===== config.mk =====
export PLATFORM = sky130hd
export DESIGN_NAME = ilid_ram
export DESIGN_NICKNAME = d
export VERILOG_FILES = /design/src/sv/ilid_ram.sv
export SDC_FILE = /design/constraint.sdc
export NUM_CORES = 2
export LEC_CHECK = 0
export BUFFER_PORTS_ARGS = -buffer_cell sky130_fd_sc_hd__buf_2
export CORE_MARGIN = 1.5
export CORE_UTILIZATION = 55
export CTS_CLUSTER_SIZE = 12
export DETAILED_ROUTE_END_ITERATION = 8
export GPL_TIMING_DRIVEN = 0
export HOLD_SLACK_MARGIN = 0.1
export PLACE_DENSITY_LB_ADDON = 0.05
export SLEW_MARGIN = 20
export SYNTH_ARGS = -nofsm -noshare
export SYNTH_HDL_FRONTEND = slang
export SYNTH_SLANG_ARGS = --single-unit

===== constraint.sdc =====
create_clock -name clk -period 3.65 [get_ports clk]
set_input_delay 0.1825 -clock clk [delete_from_list [all_inputs] [get_ports clk]]
set_output_delay 0.1825 -clock clk [all_outputs]
set_load 0.01 [all_outputs]

===== src/sv/ilid_ram.sv =====
module ilid_ram #(
  parameter int DEPTH = 128,
  parameter int WIDTH = 32
) (
  input  logic                     clk,
  input  logic                     we,
  input  logic [$clog2(DEPTH)-1:0] waddr,
  input  logic [WIDTH-1:0]         wdata,
  input  logic                     re,
  input  logic [$clog2(DEPTH)-1:0] raddr,
  output logic [WIDTH-1:0]         rdata
);

  logic [WIDTH-1:0] mem [DEPTH];
  logic [WIDTH-1:0] rdata_r;

  always_ff @(posedge clk) begin
    if (we) begin
      mem[waddr] <= wdata;
    end
    if (re) begin
      rdata_r <= mem[raddr];
    end
  end

  assign rdata = rdata_r;

endmodule


# Yosys cells after proc, flatten, opt, wreduce, memory -nomap -nowiden
# Memory sizes are Yosys's and may differ from the RTL's. A register that Yosys moved wholly into a read port is not among the register bits.
# Cells that the tools add are included.
dict set report totals {
  ram_bits 4096
  register_bits 0
  memories 1
  inputBits 49
  elab_cells 3
}
dict set report classes {
  n_mux 2
}
# memory words word_bits read_ports rd_clocked_by_memory_dff write_ports line_no
set memory_table {}
lappend memory_table {mem 128 32 1 1 1 14} ;# logic [WIDTH-1:0] mem [DEPTH];
# operator n
set op_table {}
lappend op_table {{1-bit two-way mux} 2}

# Longest topological paths before layout
dict set report logic_depth {
  depth_word 2
  ltp_mapped 8
  depth_no_buf 4
}

# Worst setup path before layout
# No wires, ideal clock.
dict set report synth_path {
  path_kind {input to register}
  from {in we}
  to {mem mem[98][0], enable pin}
  path_slack_ns 0.229
  cell_stages 3
  arrival_time_ns 2.960
  cell_sequence {clkbuf_1 > nand4_1 > nor3_1}
}
dict set report synth_via {
  elab_chain_len 2
}
# element line_no
set synth_rtl {}
lappend synth_rtl {{start, declared} 6} ;# input logic we,
lappend synth_rtl {{1-bit two-way mux} 18} ;# if (we) begin
lappend synth_rtl {{1-bit two-way mux (not written as such)} 19} ;# mem[waddr] <= wdata;
lappend synth_rtl {{end, declared} 14}
# No other way between the ends.

==> flow_summary_export.csv <==
group,metric,value,unit
sta,fin_worst_skew,0.0284,ns
clock_tree,clk_pin_slew,0.06,ns
drt,vias,72653,
drt,drc,0,
cells_and_area,instances_no_fill,10957,
cells_and_area,drive_gt1_frac,0.352,
grt,grt_max_degree,105,
placed_design,dp_cells,10058,
die,initial_core_util,0.554,
drt,wl_met3,41.6,mm
clock_tree,htreeDepth,5,
cells_and_area,area_growth,15.8,%
sta,fmax,272,MHz
sta,finalHoldViolCount,0,
placed_design,portBuffers,69,
drt,met1Wirelength,164,mm
sta,fin_setup_tns,-0.0235,ns
drt,routed.top_layer,"met5",
synth,yosysWarnings,0,
synth,syn_area,157000,um^2
sta,setup_viol,1,
critical_path,crit_type,"primary input to flip-flop",
die,die_w,537,um
critical_path,critPathArrivalTime,4.34,ns
critical_path,cp-end-kind,"flip-flop",
critical_path,r2r_slack,0.49,ns
synth,synth_seq_cells,4128,
critical_path,worstReg2RegStart,"mem[122][14]$_DFFE_PP_",
sta,slew_viol_final,0,
hold_path,min_path_type,"primary input to flip-flop",
power_and_ir_drop,irDropWorstVdd,0.000408,V
synth,yosysSeqAreaShare,0.792,
clock_tree,cts.path.max_buffers,4,
drt,drt_iter0_drc,10170,
placed_design,gp_congestion,0.994,
synth,synth_xor_area_frac,0,
die,dieArea,288000,um^2
grt,grt_pass1_wl,582,mm
synth,synth_area_leaders,"edfxtp_1 79%, mux4_2 19%, clkbuf_1 0.44%",
clock_tree,clockRootBuffer,"clkbuf_16",
cells_and_area,mostFrequentLayoutCell,"edfxtp_1",
critical_path,rr_worst_depth,4,
synth,synth_compound_area_frac,0,
sta,holdWs,0.172,ns
grt,grt_pass1_vias,71633,
die,core,283000,um^2
drt,wl_per_cell,38.9,um
grt,antenna_found_initial,81,
grt,grt_usage,0.300,
cells_and_area,final_cell_mix,"4128 x edfxtp_1, 1344 x mux4_2, 422 x clkbuf_16, 244 x clkbuf_1, 121 x buf_2",
critical_path,setup.worst_path.start,"raddr[2]",
synth,synth_simple_gate_area_frac,0.00445,
drt,wirelength,426,mm
sta,post-route-min-period,3.67,ns
critical_path,crit_end,"rdata[14]$_DFFE_PP_",
die,ios,81,
drt,via_per_inst,6.63,
critical_path,critical_path_depth,9,
run_status,status,"finished, violations left",
critical_path,r2r_end,"rdata[14]$_DFFE_PP_",
power_and_ir_drop,p_per_area,536,nW/um^2
critical_path,crit_fanout,10,
synth,synth_area_per_cell,26.1,um^2
placed_design,placed_area,168000,um^2
critical_path,crit_path_top_delay_cell,"mux4_2",
power_and_ir_drop,finalPower,97.1,mW
drt,drtAntennaViolNets,0,
cells_and_area,fill_cells,18214,
sta,tightest_slew,1.33,ns
cells_and_area,fin_area,181000,um^2
clock_tree,clk_latency,0.95,ns
sta,slew_headroom,0.113,
clock_tree,cts.sinks,4128,
synth,synthMuxAreaShare,0.196,
cells_and_area,multi_input_area,32300,um^2
clock_tree,cts_tree,"built",
critical_path,worstPathRequired,4.32,ns
cells_and_area,regArea,124000,um^2
synth,synth_cell_types,16,
synth,synth_top_cell_by_area,"edfxtp_1",
cells_and_area,fin_nets,6832,
synth,synth_fp_nets,6039,
hold_path,hold_start,"wdata[28]",
critical_path,cp_cell_sequence,"clkbuf_1, buf_6, clkbuf_2, buf_16, clkbuf_2, mux4_2, mux4_2, mux4_2, mux2_2",
die,num_rows,195,
placed_design,dp_hpwl,295,mm
die,die-height,537,um
synth,yosysTopAreaCellShare,0.792,
power_and_ir_drop,leakage,55.6,nW
grt,grt_overflow,0,
cells_and_area,post-route-util,0.641,
critical_path,crit_path_start_kind,"primary input",
placed_design,dp_slack,-1.60,ns
clock_tree,cts_buffers,416,
synth,synth_top_family_by_area,"multiplexers",
synth,synthCells,5990,
drt,drt_first_pass_iters,6,
critical_path,worst-path-buf-inv,5,
sta,period_share,1.01,
sta,worst_slack,-0.0235,ns
drt,routed-wl-met2,202,mm
critical_path,critPathTopFamily,"multiplexers",
critical_path,max_stage_delay,0.81,ns
run_status,violations,"setup timing",
synth,synth_adder_area_share,0,
flow_run,drv_cap,0,
critical_path,path_common_cell,"mux4_2",
## state kept, by name (all words and copies together), names as in the netlist
signal	cells
mem	4096
rdata	32
## cell families (layout without fill, tap and decap cells)
group | Yosys count | after routing
buffers and inverters | 316 | 1372
flip-flops | 4128 | 4128
multiplexers | 1376 | 1376
other | 0 | 168
AND/OR/NAND/NOR | 170 | 170
## power by group
| part | switching, mW | total (mW) | internal (mW) |
|---|---|---|---|
| sequential | 0.0606 | 52.5 | 52.4 |
| clock | 17.3 | 38.9 | 21.6 |
| combinational | 3.77 | 5.82 | 2.06 |
## cell type report
cell class	count	area share
timing repair buffer	376	0.0360
tap	3743	0.0258
antenna	168	0.00232
buffer	315	0.00804
clock inverter	149	0.00585
sequential	4128	0.684
clock buffer	532	0.0605
multi-input combinational	1546	0.178
## metal layers
| metal | track usage | up-vias |
|---|---|---|
| met3 | 0.0648 | 595 |
| met1 | 0.427 | 40061 |
| li1 | - | 28203 |
| met2 | 0.459 | 3766 |
| met4 | 0.125 | 28 |
| met5 | 0 | - |
## worst min-delay path by stage
| stage | cells past startpoint | endpoint | slack (ns) |
|---|---|---|---|
| floorplan | 0 | mem[0][0]$_DFFE_PP_ | 0.28 |
| global placement | 1 | rdata[29] | 0.61 |
| detailed placement | 1 | mem[46][25]$_DFFE_PP_ | 0.55 |
| CTS | 2 | mem[82][28]$_DFFE_PP_ | 0.10 |
| global route | 2 | mem[84][27]$_DFFE_PP_ | 0.16 |
| finish | 2 | mem[70][28]$_DFFE_PP_ | 0.17 |
## Yosys cell counts
cell and number:
mux2_2 32, nand4_1 3, nor2b_1 7, buf_2 79, nand2b_1 2, nor3_1 9
mux4_2 1344, clkbuf_1 182, buf_4 3, or3_1 1, nor2_1 122, nand2_1 14
buf_1 50, edfxtp_1 4128, buf_6 2, nand3_1 12
## what timing repair did
action / 4_1_cts / 5_1_grt
resized for setup: 25 / 15
endpoints found under the hold margin: 3984 / 0
pin swaps: 0 / 6
endpoints found under the setup margin: 32 / 259
hold buffers: 38 / 0
buffers inserted: 0 / 12
Power figures use the tool's default switching activity.
